==> src/rtl/core/cld_pkg.sv <==
// Shared constants for the stranded distance clusterer.
package cld_pkg;

  // Default parameter values
  localparam int COUNT_BITS_DEF    = 16;
  localparam int CHROM_ID_BITS_DEF = 8;

  // Fixed field widths
  localparam int CHROM_BITS     = 8;
  localparam int COORD_BITS     = 32;
  localparam int SCORE_BITS     = 20;
  localparam int JOIN_BITS      = 20;
  localparam int MINC_BITS      = 16;
  localparam int OUT_COUNT_BITS = 16;
  localparam int MEAN_BITS      = 10;

  // Mean score arithmetic: sum / (count * 1000), capped at 1000
  localparam int SCORE_SCALE = 1000;
  localparam int SCALE_BITS  = 10;
  localparam int QUOT_BITS   = 11;
  localparam int MEAN_MAX    = 1000;

  // Stream packing
  localparam int IN_TDATA_W  = 96;
  localparam int IN_TUSER_W  = 2;
  localparam int OUT_TDATA_W = 104;

  // Configuration port
  localparam int CFG_ADDR_W  = 3;
  localparam int CFG_DATA_W  = 32;
  localparam int JOIN_RESET  = 100;
  localparam int MINC_RESET  = 1;
  localparam logic REG_JOIN_SIZE   = 1'b0;
  localparam logic REG_MIN_CLUSTER = 1'b1;

  // Request kinds and strands
  localparam logic ACT_SITE     = 1'b0;
  localparam logic ACT_FLUSH    = 1'b1;
  localparam logic STRAND_PLUS  = 1'b0;
  localparam logic STRAND_MINUS = 1'b1;

endpackage

==> src/rtl/core/cld_div.sv <==
// Shared restoring divider: score sum over count times 1000, one quotient bit a cycle.
module cld_div #(
  parameter int COUNT_BITS = cld_pkg::COUNT_BITS_DEF
) (
  input  logic                                       clk,
  input  logic                                       rst_n,
  input  logic                                       start,
  input  logic [COUNT_BITS+cld_pkg::SCORE_BITS-1:0]  sum_i,
  input  logic [COUNT_BITS-1:0]                      cnt_i,
  output logic                                       busy,
  output logic [cld_pkg::QUOT_BITS-1:0]              quot
);
  import cld_pkg::*;

  localparam int SUMW  = COUNT_BITS + SCORE_BITS;
  localparam int PRODW = COUNT_BITS + SCALE_BITS;
  localparam int SHIFT = QUOT_BITS - 1;
  localparam int DENW  = PRODW + SHIFT;
  localparam int WIDE  = (SUMW > DENW) ? SUMW : DENW;
  localparam int STEPW = $clog2(QUOT_BITS + 1);

  logic             busy_r;
  logic [STEPW-1:0] step_r;
  logic [WIDE-1:0]  rem_r;
  logic [WIDE-1:0]  den_r;
  logic [QUOT_BITS-1:0] quot_r;
  logic [PRODW-1:0] prod;
  logic             ge;

  // Divisor is count times the score scale
  assign prod = PRODW'(cnt_i) * PRODW'(SCORE_SCALE);
  assign ge   = (rem_r >= den_r);

  // Load operands, then trial-subtract from the top quotient bit down
  always_ff @(posedge clk) begin
    if (!rst_n) begin
      busy_r <= 1'b0;
      step_r <= '0;
    end else if (start) begin
      busy_r <= 1'b1;
      step_r <= STEPW'(QUOT_BITS);
      rem_r  <= WIDE'(sum_i);
      den_r  <= WIDE'({prod, {SHIFT{1'b0}}});
      quot_r <= '0;
    end else if (busy_r) begin
      if (ge) begin
        rem_r <= rem_r - den_r;
      end
      quot_r <= {quot_r[QUOT_BITS-2:0], ge};
      den_r  <= den_r >> 1;
      step_r <= step_r - STEPW'(1);
      if (step_r == STEPW'(1)) begin
        busy_r <= 1'b0;
      end
    end
  end

  assign busy = busy_r;
  assign quot = quot_r;

endmodule

==> src/rtl/core/stranded_distance_clusterer_unit.sv <==
// Top level: per-strand cluster tracking, sequencer, output register and config port.
//
// Input stream (in_*): one request per site record or flush. A record joins the
// open cluster of its strand or closes it (chromosome change, or start step above
// join_size) and starts a new one. A flush closes the plus cluster, then the
// minus cluster, and clears both strands.
// Output stream (out_*): one request per closed cluster with at least
// min_cluster members; out_tlast marks the final result of an input request.
// Configuration (cfg_*): APB-style, join_size at 0x0, min_cluster at 0x4. The user
// must write them only while the block is idle; the block does not enforce it.
// pready is always high. After a record that closes no reported cluster is
// accepted, in_tready stays low through the decide and apply states. Each reported
// cluster also passes through the divide and push states; the shared divider computes
// the mean score one quotient bit a cycle.
// Reset: both strands empty, join_size 100, min_cluster 1, no result pending.
// When the receiver stalls, the result waits in the output register and the
// sequencer holds before loading the next result.
module stranded_distance_clusterer_unit #(
  parameter int COUNT_BITS    = cld_pkg::COUNT_BITS_DEF,
  parameter int CHROM_ID_BITS = cld_pkg::CHROM_ID_BITS_DEF
) (
  input  logic                               clk,
  input  logic                               rst_n,
  // Input stream
  input  logic                               in_tvalid,
  output logic                               in_tready,
  // tdata: chrom_id[7:0], site_start[39:8], site_end[71:40], site_score[91:72], zero pad
  input  logic [cld_pkg::IN_TDATA_W-1:0]     in_tdata,
  // tuser: action[0], on_minus[1]
  input  logic [cld_pkg::IN_TUSER_W-1:0]     in_tuser,
  // Output stream
  output logic                               out_tvalid,
  input  logic                               out_tready,
  // tdata: out_chrom[7:0], cluster_start[39:8], cluster_end[71:40],
  //        member_count[87:72], mean_score[97:88], zero pad
  output logic [cld_pkg::OUT_TDATA_W-1:0]    out_tdata,
  // tuser: out_minus[0]
  output logic [0:0]                         out_tuser,
  output logic                               out_tlast,
  // Configuration port
  input  logic                               cfg_psel,
  input  logic                               cfg_penable,
  input  logic                               cfg_pwrite,
  input  logic [cld_pkg::CFG_ADDR_W-1:0]     cfg_paddr,
  input  logic [cld_pkg::CFG_DATA_W-1:0]     cfg_pwdata,
  output logic [cld_pkg::CFG_DATA_W-1:0]     cfg_prdata,
  output logic                               cfg_pready
);
  import cld_pkg::*;

  localparam int SUMW   = COUNT_BITS + SCORE_BITS;
  localparam int CMPW   = (COUNT_BITS > MINC_BITS) ? COUNT_BITS : MINC_BITS;
  localparam int OUT_PAD = OUT_TDATA_W - (CHROM_BITS + 2 * COORD_BITS + OUT_COUNT_BITS
                                          + MEAN_BITS);
  localparam logic [COUNT_BITS-1:0] COUNT_MAX = {COUNT_BITS{1'b1}};

  typedef enum logic [2:0] {
    ST_IDLE,
    ST_DECIDE,
    ST_DIVIDE,
    ST_PUSH,
    ST_APPLY
  } state_t;

  state_t state_r, state_nxt;

  // Configuration registers
  logic [JOIN_BITS-1:0] join_size_r;
  logic [MINC_BITS-1:0] min_cluster_r;

  // Latched request
  logic                     item_flush_r;
  logic [CHROM_ID_BITS-1:0] item_chrom_r;
  logic [COORD_BITS-1:0]    item_start_r;
  logic [COORD_BITS-1:0]    item_end_r;
  logic [SCORE_BITS-1:0]    item_score_r;
  logic                     cur_r;
  logic                     close_r;

  // Per-strand cluster state
  logic                     has_prev_r    [2];
  logic [CHROM_ID_BITS-1:0] chrom_r       [2];
  logic [COORD_BITS-1:0]    prev_start_r  [2];
  logic [COORD_BITS-1:0]    first_start_r [2];
  logic [COORD_BITS-1:0]    last_end_r    [2];
  logic [COUNT_BITS-1:0]    cnt_r         [2];
  logic [SUMW-1:0]          sum_r         [2];

  // Output register
  logic                      out_tvalid_r;
  logic                      out_minus_r;
  logic                      out_last_r;
  logic [CHROM_BITS-1:0]     out_chrom_r;
  logic [COORD_BITS-1:0]     out_start_r;
  logic [COORD_BITS-1:0]     out_end_r;
  logic [OUT_COUNT_BITS-1:0] out_count_r;
  logic [MEAN_BITS-1:0]      out_mean_r;

  // Control
  logic                  in_fire;
  logic                  cfg_wr;
  logic                  out_free;
  logic                  qual_cur;
  logic                  qual_minus;
  logic                  close_now;
  logic [COORD_BITS-1:0] start_step;
  logic [COUNT_BITS-1:0] base_cnt;
  logic [SUMW-1:0]       base_sum;
  logic                  div_start;
  logic                  div_busy;
  logic [QUOT_BITS-1:0]  div_quot;
  logic [MEAN_BITS-1:0]  mean_sat;
  logic                  out_load;
  logic                  strand_adv;
  logic                  flush_clear;
  logic                  apply_en;

  assign in_tready = (state_r == ST_IDLE);
  assign in_fire   = in_tvalid && in_tready;
  assign cfg_wr    = cfg_psel && cfg_penable && cfg_pwrite;
  assign out_free  = !out_tvalid_r || out_tready;

  // Cluster qualification and join test
  assign qual_cur   = has_prev_r[cur_r] && (cnt_r[cur_r] != '0) &&
                      (CMPW'(cnt_r[cur_r]) >= CMPW'(min_cluster_r));
  assign qual_minus = has_prev_r[STRAND_MINUS] && (cnt_r[STRAND_MINUS] != '0) &&
                      (CMPW'(cnt_r[STRAND_MINUS]) >= CMPW'(min_cluster_r));
  assign start_step = item_start_r - prev_start_r[cur_r];
  assign close_now  = has_prev_r[cur_r] &&
                      ((item_chrom_r != chrom_r[cur_r]) ||
                       (start_step > COORD_BITS'(join_size_r)));
  assign base_cnt   = close_r ? '0 : cnt_r[cur_r];
  assign base_sum   = close_r ? '0 : sum_r[cur_r];
  assign mean_sat   = (div_quot > QUOT_BITS'(MEAN_MAX)) ? MEAN_BITS'(MEAN_MAX)
                                                        : div_quot[MEAN_BITS-1:0];

  cld_div #(
    .COUNT_BITS (COUNT_BITS)
  ) u_div (
    .clk   (clk),
    .rst_n (rst_n),
    .start (div_start),
    .sum_i (sum_r[cur_r]),
    .cnt_i (cnt_r[cur_r]),
    .busy  (div_busy),
    .quot  (div_quot)
  );

  // Sequence a request: decide, divide, push the result, update the strand
  always_comb begin
    state_nxt   = state_r;
    div_start   = 1'b0;
    out_load    = 1'b0;
    strand_adv  = 1'b0;
    flush_clear = 1'b0;
    apply_en    = 1'b0;
    unique case (state_r)
      ST_IDLE: begin
        if (in_fire) begin
          state_nxt = ST_DECIDE;
        end
      end
      ST_DECIDE: begin
        if (item_flush_r == ACT_FLUSH) begin
          if (qual_cur) begin
            div_start = 1'b1;
            state_nxt = ST_DIVIDE;
          end else if (cur_r == STRAND_PLUS) begin
            strand_adv = 1'b1;
          end else begin
            flush_clear = 1'b1;
            state_nxt   = ST_IDLE;
          end
        end else if (close_now && qual_cur) begin
          div_start = 1'b1;
          state_nxt = ST_DIVIDE;
        end else begin
          state_nxt = ST_APPLY;
        end
      end
      ST_DIVIDE: begin
        if (!div_busy) begin
          state_nxt = ST_PUSH;
        end
      end
      ST_PUSH: begin
        if (out_free) begin
          out_load = 1'b1;
          if (item_flush_r == ACT_SITE) begin
            state_nxt = ST_APPLY;
          end else if (cur_r == STRAND_PLUS) begin
            strand_adv = 1'b1;
            state_nxt  = ST_DECIDE;
          end else begin
            flush_clear = 1'b1;
            state_nxt   = ST_IDLE;
          end
        end
      end
      ST_APPLY: begin
        apply_en  = 1'b1;
        state_nxt = ST_IDLE;
      end
      default: begin
        state_nxt = ST_IDLE;
      end
    endcase
  end

  // State, strand registers, configuration and output register
  always_ff @(posedge clk) begin
    if (!rst_n) begin
      state_r       <= ST_IDLE;
      cur_r         <= STRAND_PLUS;
      out_tvalid_r  <= 1'b0;
      join_size_r   <= JOIN_BITS'(JOIN_RESET);
      min_cluster_r <= MINC_BITS'(MINC_RESET);
      has_prev_r    <= '{default: 1'b0};
      cnt_r         <= '{default: '0};
      sum_r         <= '{default: '0};
    end else begin
      state_r <= state_nxt;

      // Register writes
      if (cfg_wr) begin
        unique case (cfg_paddr[2])
          REG_JOIN_SIZE:   join_size_r   <= cfg_pwdata[JOIN_BITS-1:0];
          REG_MIN_CLUSTER: min_cluster_r <= cfg_pwdata[MINC_BITS-1:0];
          default: ;
        endcase
      end

      // Capture the request
      if (in_fire) begin
        item_flush_r <= in_tuser[0];
        item_chrom_r <= CHROM_ID_BITS'(in_tdata[7:0]);
        item_start_r <= in_tdata[39:8];
        item_end_r   <= in_tdata[71:40];
        item_score_r <= in_tdata[91:72];
        cur_r        <= (in_tuser[0] == ACT_FLUSH) ? STRAND_PLUS : in_tuser[1];
      end

      if (state_r == ST_DECIDE) begin
        close_r <= close_now;
      end

      // Hold a result until taken, then drop it
      if (out_load) begin
        out_tvalid_r <= 1'b1;
        out_minus_r  <= cur_r;
        out_last_r   <= (item_flush_r == ACT_SITE) || (cur_r == STRAND_MINUS) ||
                        !qual_minus;
        out_chrom_r  <= CHROM_BITS'(chrom_r[cur_r]);
        out_start_r  <= first_start_r[cur_r];
        out_end_r    <= last_end_r[cur_r];
        out_count_r  <= OUT_COUNT_BITS'(cnt_r[cur_r]);
        out_mean_r   <= mean_sat;
      end else if (out_tready) begin
        out_tvalid_r <= 1'b0;
      end

      if (strand_adv) begin
        cur_r <= STRAND_MINUS;
      end

      // Flush done: empty both strands
      if (flush_clear) begin
        has_prev_r <= '{default: 1'b0};
        cnt_r      <= '{default: '0};
        sum_r      <= '{default: '0};
      end

      // Add the site to its strand's cluster
      if (apply_en) begin
        if (base_cnt == '0) begin
          first_start_r[cur_r] <= item_start_r;
        end
        if (base_cnt != COUNT_MAX) begin
          cnt_r[cur_r] <= base_cnt + COUNT_BITS'(1);
          sum_r[cur_r] <= base_sum + SUMW'(item_score_r);
        end else begin
          cnt_r[cur_r] <= base_cnt;
          sum_r[cur_r] <= base_sum;
        end
        last_end_r[cur_r]   <= item_end_r;
        prev_start_r[cur_r] <= item_start_r;
        chrom_r[cur_r]      <= item_chrom_r;
        has_prev_r[cur_r]   <= 1'b1;
      end
    end
  end

  // Register readback
  always_comb begin
    unique case (cfg_paddr[2])
      REG_JOIN_SIZE:   cfg_prdata = CFG_DATA_W'(join_size_r);
      REG_MIN_CLUSTER: cfg_prdata = CFG_DATA_W'(min_cluster_r);
      default:         cfg_prdata = '0;
    endcase
  end
  assign cfg_pready = 1'b1;

  assign out_tvalid = out_tvalid_r;
  assign out_tdata  = {{OUT_PAD{1'b0}}, out_mean_r, out_count_r, out_end_r, out_start_r,
                       out_chrom_r};
  assign out_tuser  = out_minus_r;
  assign out_tlast  = out_last_r;

  // The divider only runs while a request is in progress
  a_div_idle: assert property (@(posedge clk) disable iff (!rst_n)
    (state_r == ST_IDLE) |-> !div_busy)
    else $error("divider busy while idle");

  // Mean score is capped
  a_mean_cap: assert property (@(posedge clk) disable iff (!rst_n)
    out_tvalid_r |-> (out_mean_r <= MEAN_BITS'(MEAN_MAX)))
    else $error("mean score above cap");

  // An open cluster always holds at least one member
  a_plus_open: assert property (@(posedge clk) disable iff (!rst_n)
    has_prev_r[STRAND_PLUS] |-> (cnt_r[STRAND_PLUS] != '0))
    else $error("plus cluster open with zero count");

  a_minus_open: assert property (@(posedge clk) disable iff (!rst_n)
    has_prev_r[STRAND_MINUS] |-> (cnt_r[STRAND_MINUS] != '0))
    else $error("minus cluster open with zero count");

endmodule

==> config.mk <==
export PLATFORM = sky130hd
export DESIGN_NAME = stranded_distance_clusterer_unit
export DESIGN_NICKNAME = d
export VERILOG_FILES = /design/src/rtl/core/cld_pkg.sv /design/src/rtl/core/cld_div.sv /design/src/rtl/core/stranded_distance_clusterer_unit.sv
export SDC_FILE = /design/constraint.sdc
export NUM_CORES = 1
export LEC_CHECK = 0
export BUFFER_PORTS_ARGS = -buffer_cell sky130_fd_sc_hd__buf_4
export CAP_MARGIN = 30
export CORE_UTILIZATION = 60
export CTS_BUF_LIST = sky130_fd_sc_hd__clkbuf_4 sky130_fd_sc_hd__clkbuf_8
export CTS_CLUSTER_SIZE = 30
export DETAILED_ROUTE_END_ITERATION = 10
export HOLD_SLACK_MARGIN = 0.08
export PLACE_DENSITY = 0.8
export SYNTH_ARGS = -nofsm -noshare
export SYNTH_HDL_FRONTEND = slang
export SYNTH_SLANG_ARGS = --single-unit
==> constraint.sdc <==
create_clock -name clk -period 19 [get_ports clk]
set_input_delay 0.95 -clock clk [delete_from_list [all_inputs] [get_ports clk]]
set_output_delay 0.95 -clock clk [all_outputs]
set_load 0.05 [all_outputs]
# Yosys cells after proc, flatten, opt, wreduce, memory -nomap -nowiden
# Memories as Yosys holds them, arrays and structs flattened. A register that Yosys moved wholly into a read port is not among the register bits.
# Cells that the tools add are included.
op_classes:
  addsub: 5
  multipliers: 1
  n_lt_le_gt_ge: 7
  n_eq_ne: 11
  n_mux: 89
  n_bitwise: 5
  reduce_logical: 33
ops:
  columns: ["operator", "count"]
  rows:
  - ["36-bit 2-to-1 mux", 10]
  - ["72-bit 2-to-1 mux", 4]
  - ["72-bit bitwise mux", 2]
  - ["32-bit 2-to-1 mux", 4]
  - ["16-bit 2-to-1 mux", 5]
  - ["32-bit bitwise mux", 2]
  - ["32-bit case mux with 2 select lines", 1]
  - ["1-bit 2-to-1 mux", 41]
  - ["36-bit by 20-bit adder with 36-bit output", 1]
  - ["36-bit demux with 1-bit select", 1]
  - ["36-bit >= comparator", 1]
  - ["36-bit subtractor", 1]
  - ["16-bit >= comparator", 2]
  - ["32-bit by 20-bit greater-than comparator with 1-bit output", 1]
  - ["16-bit nonzero test", 2]
  - ["32-bit subtractor", 1]
  - ["3-bit 2-to-1 mux", 8]
  - ["16-bit by 7-bit multiplier with 23-bit output, second input constant", 1]
  - ["16-bit by 1-bit adder with 16-bit output, second input constant", 1]
  - ["16-bit demux with 1-bit select", 1]
  - ["16-bit logical NOT", 1]
  - ["16-bit inequality test, second input constant", 1]
  - ["3-bit case mux with 4 select lines", 1]
  - ["2-bit AND reduction", 6]
  - ["other kinds (28)", 52]
word_totals:
  register_bits: 365
  ram_bits: 208
  output_inout_bits: 141
  elab_cells: 184
  mem_count: 4
memory_table:
  columns: ["name", "words", "width", "read_ports", "rd_ports_with_merged_regs", "wr", "line_no", "source"]
  rows:
  - ["first_start_r", 2, 32, 1, 1, 1, "stranded_distance_clusterer_unit.sv:84", "logic [COORD_BITS-1:0] first_start_r [2];"]
  - ["last_end_r", 2, 32, 1, 1, 1, "stranded_distance_clusterer_unit.sv:85", "logic [COORD_BITS-1:0] last_end_r [2];"]
  - ["prev_start_r", 2, 32, 1, 1, 1, "stranded_distance_clusterer_unit.sv:83", "logic [COORD_BITS-1:0] prev_start_r [2];"]
  - ["chrom_r", 2, 8, 1, 1, 1, "stranded_distance_clusterer_unit.sv:82", "logic [CHROM_ID_BITS-1:0] chrom_r [2];"]

# Longest topological paths before layout
# Gate-level depths: netlist of the first run.
logic_depth:
  depth_word: 15
  depth_mapped: 27

# Hierarchy
# Synthesis of the first run repeated with hierarchy kept, for this count alone.
hier_totals:
  hier_cells: 2888
  area_unflattened_um2: 32981.6
modules_own_cells:
  columns: ["mod", "n_inst", "cells_per_inst", "area_each_um2", "seq_area_each_um2"]
  rows:
  - ["stranded_distance_clusterer_unit", 1, 2027, 24750.0, 15034.4]
  - ["cld_div", 1, 861, 8231.6, 2592.5]

# Worst setup path after synthesis of the first run
# Ideal clock, no wire load.
synth_timing:
  path_kind: "input -> register"
  start: "input rst_n"
  end: "register out_chrom_r[0], read port of chrom_r (enable)"
  arrival_ps: 8881
  required_time_ps: 18298
  setup_slack_ps: 9418
  cell_stages: 4
  n_path_buf: 2
  path_cell_list: "clkbuf_1 clkbuf_1 nand2_1 nor3b_1"
synth_between:
  elab_chain_len: 1
synth_lines:
  columns: ["item", "line_no", "source"]
  rows:
  - ["start: declaration", "stranded_distance_clusterer_unit.sv:23", "input logic rst_n,"]
  - ["2-bit AND reduction (no line)", null, null]
  - ["end: declaration", "stranded_distance_clusterer_unit.sv:93", "logic [CHROM_BITS-1:0] out_chrom_r;"]
# No other way between the ends.
# A chain may end at the register's enable or synchronous reset.

==> reports/metrics.csv, run 1 <==
stage;metric;value;unit
clock_tree;Clock Sinks;638;
critical_path;setup slack, reg-to-reg;11690;ps
die;count of boundary I/O pins;281;
layout;final standard cell count with taps included and fillers excluded;3785;
critical_path;kind of end point of the critical path;flop;
synthesis;unique cell type count in the Yosys netlist;78;
clock_tree;Max H-tree Level;3;
critical_path;startpoint-to-endpoint class of the critical path;reg -> reg;
critical_path;signal arrival time at the worst endpoint;7780;ps
synthesis;synthesized netlist cell count;2736;
timing;Peak Freq;137;MHz
place;dpl hpwl;53400;microns
timing;final worst-path cycle share;38.5;%
synthesis;average footprint of a synthesized cell;12.0;sq um
routing;vias per std cell;5.95;
grt;initial antenna violation count;3;
synthesis;proportion of synthesized chip area in sequential cells;53.8;%
grt;first-pass GRT wire length;119000;microns
worst_hold_path;type of the worst min-delay path;in -> reg;
place;number of port buffers;243;
place;worst slack at placement;11790;ps
routing;drt initial violations;1699;
die;die boundary height;236;microns
timing;Worst Slack Setup Final;11690;ps
place;standard cell area after detailed placement;35300;sq um
synthesis;number of warnings printed during yosys synthesis;0;
grt;number of global-route vias before repair;22600;
routing;Antenna Nets Post-Route;0;
synthesis;asr flop ratio synth;0;%
place;RD Place Congestion;0.926;
timing;setup repair after global routing missed its margin;no;
synthesis;predominant post-synthesis flop cell;sky130_fd_sc_hd__edfxtp_1;
die;Die Wd;236;microns
power;PD cells;78.4;nW/um^2
clock_tree;number of hold buffers added after CTS;0;
die;number of standard-cell rows in the floorplan;85;
clock_tree;TritonCTS clock tree;yes;
grt;GRT Residual Overflow;0;
flow_run;# Max-Cap Violations;0;
synthesis;Post-Synthesis Cell Area;32800;sq um
power;leakage power;0.0150;uW
clock_tree;clock tree root driver cell;sky130_fd_sc_hd__clkbuf_8;
die;standard cell core area;53900;sq um
critical_path;CP required;19470;ps
timing;Pins Over Slew Limit;0;
die;initial standard-cell utilization of the core;60.8;%
layout;Net count, final;3412;
layout;layout cell share with drive strength beyond 1;17.8;%
clock_tree;Post-CTS Repair Setup Buffers;0;
synthesis;number of enable-type register cells in the synthesized netlist;485;
layout;antenna diode instance count;0;
routing;routed vias;22500;
power;total design power;2930;uW
clock_tree;buffer depth of the longest clock path;3;
place;number of placed instances, taps included;3603;
routing;post-DR wirelength/cell;20.3;microns
timing;final hold viol count;0;
grt;overall global routing resource usage;27.3;%
critical_path;Worst Setup Start Kind;flop;
routing;number of detailed-routing iterations run before antenna repair;6;
layout;final instance area;37400;sq um
timing;number of setup violations in the final report;0;
critical_path;critical path peak fanout;57;
power;largest vdd supply drop;90.0;uV
timing;transition time at the pin with the least slew margin;898;ps
routing;DRC violation count after routing;0;
timing;minimum clock period after layout;7310;ps
die;die area;55600;sq um
synthesis;number of flip-flops and latches in the synthesized netlist;638;
clock_tree;number of gates resized after CTS;0;
grt;pin count of the biggest net entering global routing;92;
timing;slew margin rel.;40.1;%
clock_tree;clock insertion delay at the later pin of the skew report;730;ps
routing;detailed-route wire length;76700;microns
clock_tree;cts bufs inserted;101;
clock_tree;Worst-path clk slew;60;ps
timing;accumulated negative setup slack;0;ps
layout;growth of design area from synthesis to finish;14.1;%
status;outcome;complete, no violations;
timing;Fin Clk Skew;37.7;ps
[flip-flops by register name, indices dropped and copies added (netlist names), 32 cells and up, named ones only]
register / cells
u_div.den_r: 36
prev_start_r: 64
item_end_r: 32
u_div.rem_r: 36
last_end_r: 64
sum_r: 72
out_start_r: 32
first_start_r: 64
out_end_r: 32
cnt_r: 32
item_start_r: 32
[critical path, stage by stage (launching register included)]
cell and delay [ps]:
sky130_fd_sc_hd__dfxtp_2 780, sky130_fd_sc_hd__mux2i_1 360, sky130_fd_sc_hd__ha_1 300, sky130_fd_sc_hd__a21o_1 200, sky130_fd_sc_hd__or3_1 350, sky130_fd_sc_hd__o221ai_2 280, sky130_fd_sc_hd__nor2_1 100, sky130_fd_sc_hd__nor2_1 230
sky130_fd_sc_hd__nor2_1 80, sky130_fd_sc_hd__nor2_1 240, sky130_fd_sc_hd__o21ai_0 160, sky130_fd_sc_hd__xor2_1 160, sky130_fd_sc_hd__ha_1 310, sky130_fd_sc_hd__a21oi_1 150, sky130_fd_sc_hd__o21ai_0 230, sky130_fd_sc_hd__a221o_1 380
sky130_fd_sc_hd__nor4_1 290, sky130_fd_sc_hd__nand4b_1 140, sky130_fd_sc_hd__nor4b_2 310, sky130_fd_sc_hd__nand4_1 290, sky130_fd_sc_hd__o211ai_4 480, sky130_fd_sc_hd__buf_4 480, sky130_fd_sc_hd__buf_16 330, sky130_fd_sc_hd__mux2_2 380
[worst paths after layout]
check,start,end,cells after the start
min,in_tdata[11],item_start_r[3]$_DFFE_PP_,1
min reg2reg,item_end_r[29]$_DFFE_PP_,last_end_r[0][29]$_DFFE_PP_,0
max reg2reg,flop,u_div.den_r[15]$_DFFE_PP_,23
max,flop,u_div.den_r[15]$_DFFE_PP_,23
[cell usage after synthesis (all sizes together) (6+ instances only)]
cell     count  area share (%)
a2111oi      7            0.19
a211o        6            0.16
a211oi      14            0.32
a21boi      42            0.96
a21o        47             1.1
a21oi      131             2.0
a22o        15            0.40
a22oi       24            0.55
a31o         7            0.19
a31oi        6            0.11
a32o         7            0.21
a32oi        6            0.16
and2        53             1.0
and3        22            0.42
buf         51             1.0
clkbuf      67            0.77
dfxtp      153             9.3
edfxtp     485              44
fa          57             3.5
ha         205             7.8
inv        145             1.7
mux2        81             2.8
mux2i      136             4.2
nand2      219             2.5
nand2b      16            0.31
nand3       41            0.63
nand4       28            0.53
nor2       155             1.8
nor2b       55             1.0
nor3        39            0.61
nor4        17            0.32
o211ai      13            0.31
o21a        12            0.27
o21ai      111             1.7
o21bai      18            0.41
o22ai       14            0.27
o2bb2ai     11            0.29
o31ai        7            0.18
o32ai        7            0.19
or2          9            0.17
or3         15            0.29
xnor2       79             2.1
xor2        47             1.3
[power breakdown]
group          leakage, uW  internal (uW)  switching, uW
Clock              0.00109            642            548
Sequential         0.00565           1510           17.4
Combinational      0.00825           89.1            125
Total               0.0150           2240            690
[metal layers]
layer	GRT usage, %	up-vias	part of all wire (%)
li1	-	10600	-
met1	34.8	11000	41
met2	46.3	807	49
met3	5.10	170	7.0
met4	10.9	6	3.0
met5	0	-	0.063
[cells by family after synthesis]
family | share of synthesized area, %
buffers and inverters | 3.44
adder cells (fa/ha/maj) | 11.3
AO/OA/AOI/OAI | 11.0
flip-flops | 53.8
multiplexers | 6.93
AND/OR/NAND/NOR | 10.1
other | 0.0229
XOR/XNOR | 3.37
[layout by cell type, fill, tap and decap left out, drive strengths merged, types with 39 or more instances in the layout]
cell    instances
nor2          155
dfxtp         153
mux2           81
a21oi         131
and2           53
buf           272
a21boi         42
nand3          41
xnor2          79
edfxtp        485
nor3           39
nor2b          55
nand2         219
fa             57
a21o           47
xor2           47
ha            205
o21ai         111
inv           149
mux2i         136
clkbuf        141
[area by class of cell]
cell class              instances  area (sq um)
multi-input cells            1852         14200
clock buffers                 141          1750
flip-flops and latches        638         17600
inverters                     145           547
repair buffers                272          2120
clock inverters                41           328
fillers                      3706         16500
well taps                     696           871
[through the flow]
stage	utilization (%)	hold slack, ps
floorplan	-	403
global placement	65.3	423
detailed placement	65.5	435
CTS	69.4	352
global route	69.4	378
finish	69.4	394
No activity file was read; power rests on OpenSTA's default activity.
==> run 2: changes to the inputs <==
==> constraint.sdc (replaced) <==
create_clock -name clk -period 6.8 [get_ports clk]
set_input_delay 0.34 -clock clk [delete_from_list [all_inputs] [get_ports clk]]
set_output_delay 0.34 -clock clk [all_outputs]
set_load 0.05 [all_outputs]
==> run 2 against run 1 <==
Count of clock-buffer cells in the layout grew 16; final cell count grew 3.6%; global-route usage up 2.6 points; flip-flop and latch count is the same; first-iteration DRC count shrank 8.8%; non-clock buffer count up 127; total power rose to 2.9 times the previous value; clock power grew to 2.9 times the previous value; critical path depth stayed put; die area stayed put; final area rose by 3.5%; worst setup slack worse by 11000 ps; largest cell class unchanged.
==> reports/metrics.csv, run 2 (synthesis gave the netlist of run 1 again) <==
stage;metric;value;unit;change
die;die area;55600;sq um;unchanged
power;PD cells;216;nW/um^2;+180%
clock_tree;TritonCTS clock tree;yes;;
clock_tree;number of hold buffers added after CTS;116;;+116
routing;met2 wire length;41000;microns;+8.4%
grt;overall global routing resource usage;29.9;%;+2.6 points
layout;commonest cells after routing, fill and taps aside;sky130_fd_sc_hd__edfxtp_1, sky130_fd_sc_hd__buf_4, sky130_fd_sc_hd__nand2_1;;
critical_path;critical path peak fanout;47;;-18%
die;count of boundary I/O pins;281;;unchanged
clock_tree;Worst-path clk slew;70;ps;about the same
critical_path;CP required;7170;ps;-12,300 ps
clock_tree;clock insertion delay at the later pin of the skew report;720;ps;about the same
clock_tree;Clock Sinks;638;;unchanged
routing;Antenna Nets Post-Route;0;;unchanged
routing;drt initial violations;1549;;-8.8%
layout;Net count, final;3540;;+3.8%
clock_tree;clock tree root driver cell;sky130_fd_sc_hd__clkbuf_8;;
critical_path;worst setup path endpoint;u_div.den_r[0]$_SDFFCE_PN0P_;;
grt;GRT Residual Overflow;0;;unchanged
place;dpl hpwl;54900;microns;+2.7%
flow_run;# Max-Cap Violations;0;;unchanged
die;die boundary height;236;microns;unchanged
routing;routed vias;23300;;+3.2%
grt;first-pass GRT wire length;130000;microns;+9.0%
timing;setup repair after global routing missed its margin;no;;
timing;final worst-path cycle share;92.1;%;+54 points
layout;leading cell type in the layout, fill and taps excluded;sky130_fd_sc_hd__edfxtp_1;;
timing;Fin Clk Skew;42.5;ps;+4.73 ps
critical_path;signal arrival time at the worst endpoint;6640;ps;-1140 ps
layout;Most flops, register;sum_r;;
critical_path;Worst Setup Start Kind;flop;;
clock_tree;cts bufs inserted;102;;+0.99%
clock_tree;number of gates resized after CTS;0;;unchanged
routing;uppermost layer routed;met5;;
critical_path;kind of end point of the critical path;flop;;
routing;routed wire length on met3;5670;microns;+6.4%
clock_tree;Post-CTS Repair Setup Buffers;0;;unchanged
layout;final standard cell count with taps included and fillers excluded;3922;;+3.6%
grt;number of global-route vias before repair;24200;;+7.1%
timing;number of setup violations in the final report;0;;unchanged
routing;DRC violation count after routing;0;;unchanged
die;Die Wd;236;microns;unchanged
critical_path;worst r2r path cells;23;;unchanged
timing;final hold viol count;0;;unchanged
layout;growth of design area from synthesis to finish;18.1;%;
timing;Pins Over Slew Limit;0;;unchanged
place;number of placed instances, taps included;3613;;+0.28%
die;number of standard-cell rows in the floorplan;85;;unchanged
die;standard cell core area;53900;sq um;unchanged
die;initial standard-cell utilization of the core;60.8;%;unchanged
routing;vias per std cell;5.93;;-0.38%
grt;pin count of the biggest net entering global routing;90;;-2.2%
layout;flip-flop count of the largest register, all copies and words added;72;;unchanged
status;outcome;complete, no violations;;
power;leakage power;0.0156;uW;+3.9%
place;RD Place Congestion;0.909;;-1.9%
timing;Peak Freq;160;MHz;+17%
grt;initial antenna violation count;3;;unchanged
clock_tree;Max H-tree Level;3;;unchanged
critical_path;startpoint-to-endpoint class of the critical path;reg -> reg;;
layout;sequential cell area in the final layout;17600;sq um;unchanged
layout;fill cell instance count of the final layout;3542;;-4.4%
routing;post-DR wirelength/cell;21.1;microns;+4.3%
place;number of port buffers;243;;unchanged
power;largest vdd supply drop;222;uV;+150%
critical_path;Critical R2R Capture;u_div.den_r[0]$_SDFFCE_PN0P_;;
clock_tree;buffer depth of the longest clock path;3;;unchanged
layout;layout cell share with drive strength beyond 1;17.8;%;-0.065 points
timing;slew margin rel.;42.6;%;+2.4 points
routing;number of detailed-routing iterations run before antenna repair;5;;-1
layout;post-layout utilization of the core;71.8;%;+2.5 points
routing;metal1 wirelength;32900;microns;+5.7%
timing;minimum clock period after layout;6270;ps;-1050 ps
layout;area taken by multi-input logic gates;14200;sq um;about the same
worst_hold_path;min-delay src;in_tuser[1];;
critical_path;setup slack, reg-to-reg;530;ps;-11,150 ps
worst_hold_path;type of the worst min-delay path;in -> reg;;
timing;transition time at the pin with the least slew margin;859;ps;-38.6 ps
routing;detailed-route wire length;82900;microns;+8.1%
==> run 2: worst max-delay path: stages (launching register included) <==
cell and delay [ps]:
sky130_fd_sc_hd__dfxtp_2 580, sky130_fd_sc_hd__mux2i_1 290, sky130_fd_sc_hd__ha_1 290, sky130_fd_sc_hd__a21o_1 200
sky130_fd_sc_hd__or3_1 340, sky130_fd_sc_hd__o221ai_2 280, sky130_fd_sc_hd__nor2_1 90, sky130_fd_sc_hd__nor2_1 240
sky130_fd_sc_hd__nor2_1 90, sky130_fd_sc_hd__nor2_1 200, sky130_fd_sc_hd__o21ai_0 140, sky130_fd_sc_hd__xor2_1 160
sky130_fd_sc_hd__ha_1 300, sky130_fd_sc_hd__a21oi_1 130, sky130_fd_sc_hd__o21ai_0 200, sky130_fd_sc_hd__a221o_1 360
sky130_fd_sc_hd__nor4_1 260, sky130_fd_sc_hd__nand4b_1 150, sky130_fd_sc_hd__nor4b_2 290, sky130_fd_sc_hd__nand4_1 260
sky130_fd_sc_hd__o211ai_4 280, sky130_fd_sc_hd__buf_12 290, sky130_fd_sc_hd__a21boi_4 90, sky130_fd_sc_hd__buf_4 330
==> run 2: power breakdown <==
part	leakage [uW]	internal [uW]	switching (uW)
registers	0.00565	4220	43.1
clock network	0.00113	1850	1580
logic	0.00880	294	376
==> run 2: how the worst min path moves through the flow <==
stage                                       end  cells past startpoint
CTS                          cur_r$_SDFFE_PN0N_                      4
detailed placement  last_end_r[1][23]$_DFFE_PP_                      0
global route                 cur_r$_SDFFE_PN0N_                      4
finish                       cur_r$_SDFFE_PN0N_                      4
floorplan                   out_tuser$_DFFE_PP_                      0
global placement     last_end_r[0][5]$_DFFE_PP_                      0
==> run 2: stage by stage <==
step	hold WS [ps]	setup TNS, ps	cell area, sq um	setup slack, ps	power, uW
final	173	0	38700	535	8370
after global routing	172	0	38700	103	8620
after CTS	148	0	38700	542	8340
after detailed placement	429	0	35400	566	4940
after global placement	423	0	35300	665	4920
after floorplan	403	-44270	32900	-796	4750
==> run 2: final cells by class <==
| class | instances | area share [%] |
|---|---|---|
| clock inverters | 33 | 0.581 |
| flip-flops and latches | 638 | 45.5 |
| well taps | 696 | 2.25 |
| diodes | 2 | 0.0129 |
| clock buffers | 157 | 4.87 |
| repair buffers | 399 | 8.77 |
| multi-input cells | 1852 | 36.6 |
| inverters | 145 | 1.41 |
==> run 2: per-layer routing <==
metal	track usage, %	vias up
met4	13.9	4
met2	51.0	914
met5	0	-
met3	5.65	219
met1	36.8	11300
li1	-	10800
==> run 3: changes to the inputs <==
--- a/config.mk
+++ b/config.mk
@@ -7,9 +7,10 @@
 export LEC_CHECK = 0
 export BUFFER_PORTS_ARGS = -buffer_cell sky130_fd_sc_hd__buf_4
 export CAP_MARGIN = 30
+export CORE_ASPECT_RATIO = 1.2
 export CORE_UTILIZATION = 60
 export CTS_BUF_LIST = sky130_fd_sc_hd__clkbuf_4 sky130_fd_sc_hd__clkbuf_8
-export CTS_CLUSTER_SIZE = 30
+export CTS_CLUSTER_SIZE = 25
 export DETAILED_ROUTE_END_ITERATION = 10
 export HOLD_SLACK_MARGIN = 0.08
 export PLACE_DENSITY = 0.8
==> run 3 against run 2 <==
Total power rose by 1.4%; worst setup slack got worse by 180 ps; combinational power rose by 0.6%; largest cell class unchanged; critical endpoint is now u_div.den_r[27]$_DFFE_PP_.
==> reports/metrics.csv, run 3 (synthesis gave the netlist of run 1 again) <==
stage;metric;value;unit;change
status;outcome;complete, no violations;;
critical_path;kind of cell adding the most delay to the critical path;compound AO/OA/AOI/OAI gates;;
power;largest vdd supply drop;227;uV;+2.1%
die;Die Wd;215;microns;-8.6%
power;PD cells;219;nW/um^2;+1.3%
critical_path;setup slack, reg-to-reg;350;ps;-180 ps
layout;fill cell instance count of the final layout;3560;;+0.51%
clock_tree;clock insertion delay at the later pin of the skew report;730;ps;about the same
layout;Most flops, register;sum_r;;
clock_tree;Clock Sinks;638;;unchanged
place;RD Place Congestion;0.927;;+2.0%
timing;Fin Clk Skew;49.1;ps;+6.68 ps
grt;initial antenna violation count;4;;+1
die;die boundary height;258;microns;+9.5%
timing;number of setup violations in the final report;0;;unchanged
die;count of boundary I/O pins;281;;unchanged
critical_path;CP peak stage delay;520;ps;-60 ps
critical_path;startpoint-to-endpoint class of the critical path;reg -> reg;;
die;standard cell core area;53900;sq um;about the same
critical_path;kind of end point of the critical path;flop;;
clock_tree;Worst-path clk slew;60;ps;about the same
layout;leading cell type in the layout, fill and taps excluded;sky130_fd_sc_hd__edfxtp_1;;
layout;area taken by multi-input logic gates;14200;sq um;unchanged
routing;drt initial violations;1765;;+14%
place;dpl hpwl;55200;microns;+0.63%
critical_path;Worst Setup Start Kind;flop;;
place;standard cell area after detailed placement;35400;sq um;about the same
routing;DRC violation count after routing;0;;unchanged
layout;flip-flop count of the largest register, all copies and words added;72;;unchanged
critical_path;critical path's slowest cell;sky130_fd_sc_hd__o41a_1;;
worst_hold_path;type of the worst min-delay path;in -> reg;;
worst_hold_path;hold depth;4;;unchanged
clock_tree;Max H-tree Level;3;;unchanged
power;leakage power;0.0156;uW;unchanged
critical_path;CP required;7340;ps;+170 ps
timing;accumulated negative setup slack;0;ps;unchanged
die;die area;55600;sq um;about the same
layout;growth of design area from synthesis to finish;18.3;%;
die;number of standard-cell rows in the floorplan;93;;+9.4%
clock_tree;clock tree root driver cell;sky130_fd_sc_hd__clkbuf_8;;
critical_path;worst path buffer plus inverter count;3;;+1
clock_tree;Post-CTS Repair Setup Buffers;0;;unchanged
timing;minimum clock period after layout;6450;ps;+181 ps
grt;number of global-route vias before repair;23700;;-1.8%
critical_path;critical path peak fanout;13;;-72%
timing;Peak Freq;155;MHz;-2.8%
grt;overall global routing resource usage;30.0;%;+0.081 points
grt;GRT Residual Overflow;0;;unchanged
routing;number of detailed-routing iterations run before antenna repair;6;;+1
timing;final hold viol count;0;;unchanged
critical_path;signal arrival time at the worst endpoint;6990;ps;+350 ps
timing;transition time at the pin with the least slew margin;1020;ps;+159 ps
critical_path;worst r2r path cells;22;;-4.3%
timing;Pins Over Slew Limit;0;;unchanged
worst_hold_path;min-delay src;in_tuser[1];;
clock_tree;TritonCTS clock tree;yes;;
worst_hold_path;Hold Path End;cur_r$_SDFFE_PN0N_;;
die;initial standard-cell utilization of the core;60.9;%;about the same
routing;Antenna Nets Post-Route;0;;unchanged
grt;pin count of the biggest net entering global routing;125;;+39%
layout;layout cell share with drive strength beyond 1;17.6;%;-0.15 points
layout;final instance area;38800;sq um;+0.15%
timing;Worst Slack Setup Final;354;ps;-181 ps
routing;routed vias;23200;;-0.37%
critical_path;sequence of cells on the critical path;mux2_2 > ha_1 > inv_1 > fa_1 > a211oi_1 > o211a_1 > o41a_1 > a31o_2 > o21a_1 > xnor2_1 > ha_1 > nand2_1 > o21ai_0 > a221o_1 > nor4_1 > nand4b_1 > nor4b_2 > nand4_1 > o211ai_4 > buf_4 > buf_4 > mux2i_1;;
critical_path;Critical R2R Capture;u_div.den_r[27]$_DFFE_PP_;;
layout;sequential cell area in the final layout;17600;sq um;about the same
clock_tree;cts bufs inserted;95;;-6.9%
timing;slew margin rel.;32.1;%;-10 points
flow_run;# Max-Cap Violations;0;;unchanged
layout;commonest cells after routing, fill and taps aside;sky130_fd_sc_hd__edfxtp_1, sky130_fd_sc_hd__buf_4, sky130_fd_sc_hd__nand2_1;;
grt;first-pass GRT wire length;130000;microns;-0.26%
place;worst slack at placement;452;ps;-114 ps
routing;detailed-route wire length;84000;microns;+1.3%
routing;vias per std cell;5.90;;-0.47%
layout;Net count, final;3532;;-0.23%
timing;final worst-path cycle share;94.8;%;+2.7 points
clock_tree;buffer depth of the longest clock path;3;;unchanged
timing;setup repair after global routing missed its margin;no;;
routing;post-DR wirelength/cell;21.4;microns;+1.2%
place;number of port buffers;243;;unchanged
[run 3: layout make-up]
type | count | share of cell area, %
repair buffers | 398 | 8.73
multi-input cells | 1852 | 36.5
well taps | 712 | 2.30
diodes | 2 | 0.0129
clock inverters | 44 | 1.24
clock buffers | 135 | 4.32
inverters | 145 | 1.41
flip-flops and latches | 638 | 45.5
[run 3: power breakdown]
group	leakage [uW]	switching, uW	total, uW	internal (uW)
logic	0.00879	381	674	293
registers	0.00565	43.3	4270	4220
clock network	0.00114	1620	3550	1930
total	0.0156	2040	8490	6450
[run 3: per-layer routing]
metal	vias to the layer above	global-route usage, %	wire [microns]
met3	222	5.68	5500
met5	-	0	24
met4	4	13.0	3390
li1	10800	-	-
met2	925	53.1	43000
met1	11200	35.5	32100
[run 3: worst max-delay path by stage]
stage | startpoint | endpoint | slack, ps | cells after the start
after floorplan | flop | u_div.den_r[0]$_SDFFCE_PN0P_ | -800 | 26
after detailed placement | flop | u_div.rem_r[2]$_DFFE_PP_ | 450 | 21
after global placement | flop | u_div.rem_r[2]$_DFFE_PP_ | 620 | 21
after CTS | flop | u_div.rem_r[2]$_DFFE_PP_ | 420 | 21
after global routing | flop | u_div.den_r[25]$_DFFE_PP_ | 110 | 22
final | flop | u_div.den_r[27]$_DFFE_PP_ | 350 | 22
[run 3: timing repair]
| item | in CTS | in global routing |
|---|---|---|
| setup endpoints to repair | 0 | 24 |
| endpoints found under the hold margin | 131 | 0 |
| resized for setup | 0 | 2 |
| hold buffers | 115 | 0 |
[run 3: per-stage QoR]
stage               power (uW)  utilization (%)  cells  hold WS [ps]
CTS                       8440             71.9   3923           123
global route              8730             72.0   3926           173
floorplan                 4750                -   2753           403
detailed placement        4940             65.8   3629           431
global placement          4910             65.6   3622           423
finish                    8490             72.0   3926           146
[run 3: worst reg2reg max path, cell delays in order, from the launching register on]
cell                       delay (ps)
sky130_fd_sc_hd__dfxtp_4          500
sky130_fd_sc_hd__mux2_2           390
sky130_fd_sc_hd__ha_1             200
sky130_fd_sc_hd__inv_1             80
sky130_fd_sc_hd__fa_1             270
sky130_fd_sc_hd__a211oi_1         120
sky130_fd_sc_hd__o211a_1          270
sky130_fd_sc_hd__o41a_1           520
sky130_fd_sc_hd__a31o_2           330
sky130_fd_sc_hd__o21a_1           220
sky130_fd_sc_hd__xnor2_1          130
sky130_fd_sc_hd__ha_1             290
sky130_fd_sc_hd__nand2_1           60
sky130_fd_sc_hd__o21ai_0          150
sky130_fd_sc_hd__a221o_1          360
sky130_fd_sc_hd__nor4_1           280
sky130_fd_sc_hd__nand4b_1         150
sky130_fd_sc_hd__nor4b_2          360
sky130_fd_sc_hd__nand4_1          280
sky130_fd_sc_hd__o211ai_4         510
sky130_fd_sc_hd__buf_4            320
sky130_fd_sc_hd__buf_4            260
sky130_fd_sc_hd__mux2i_1          230
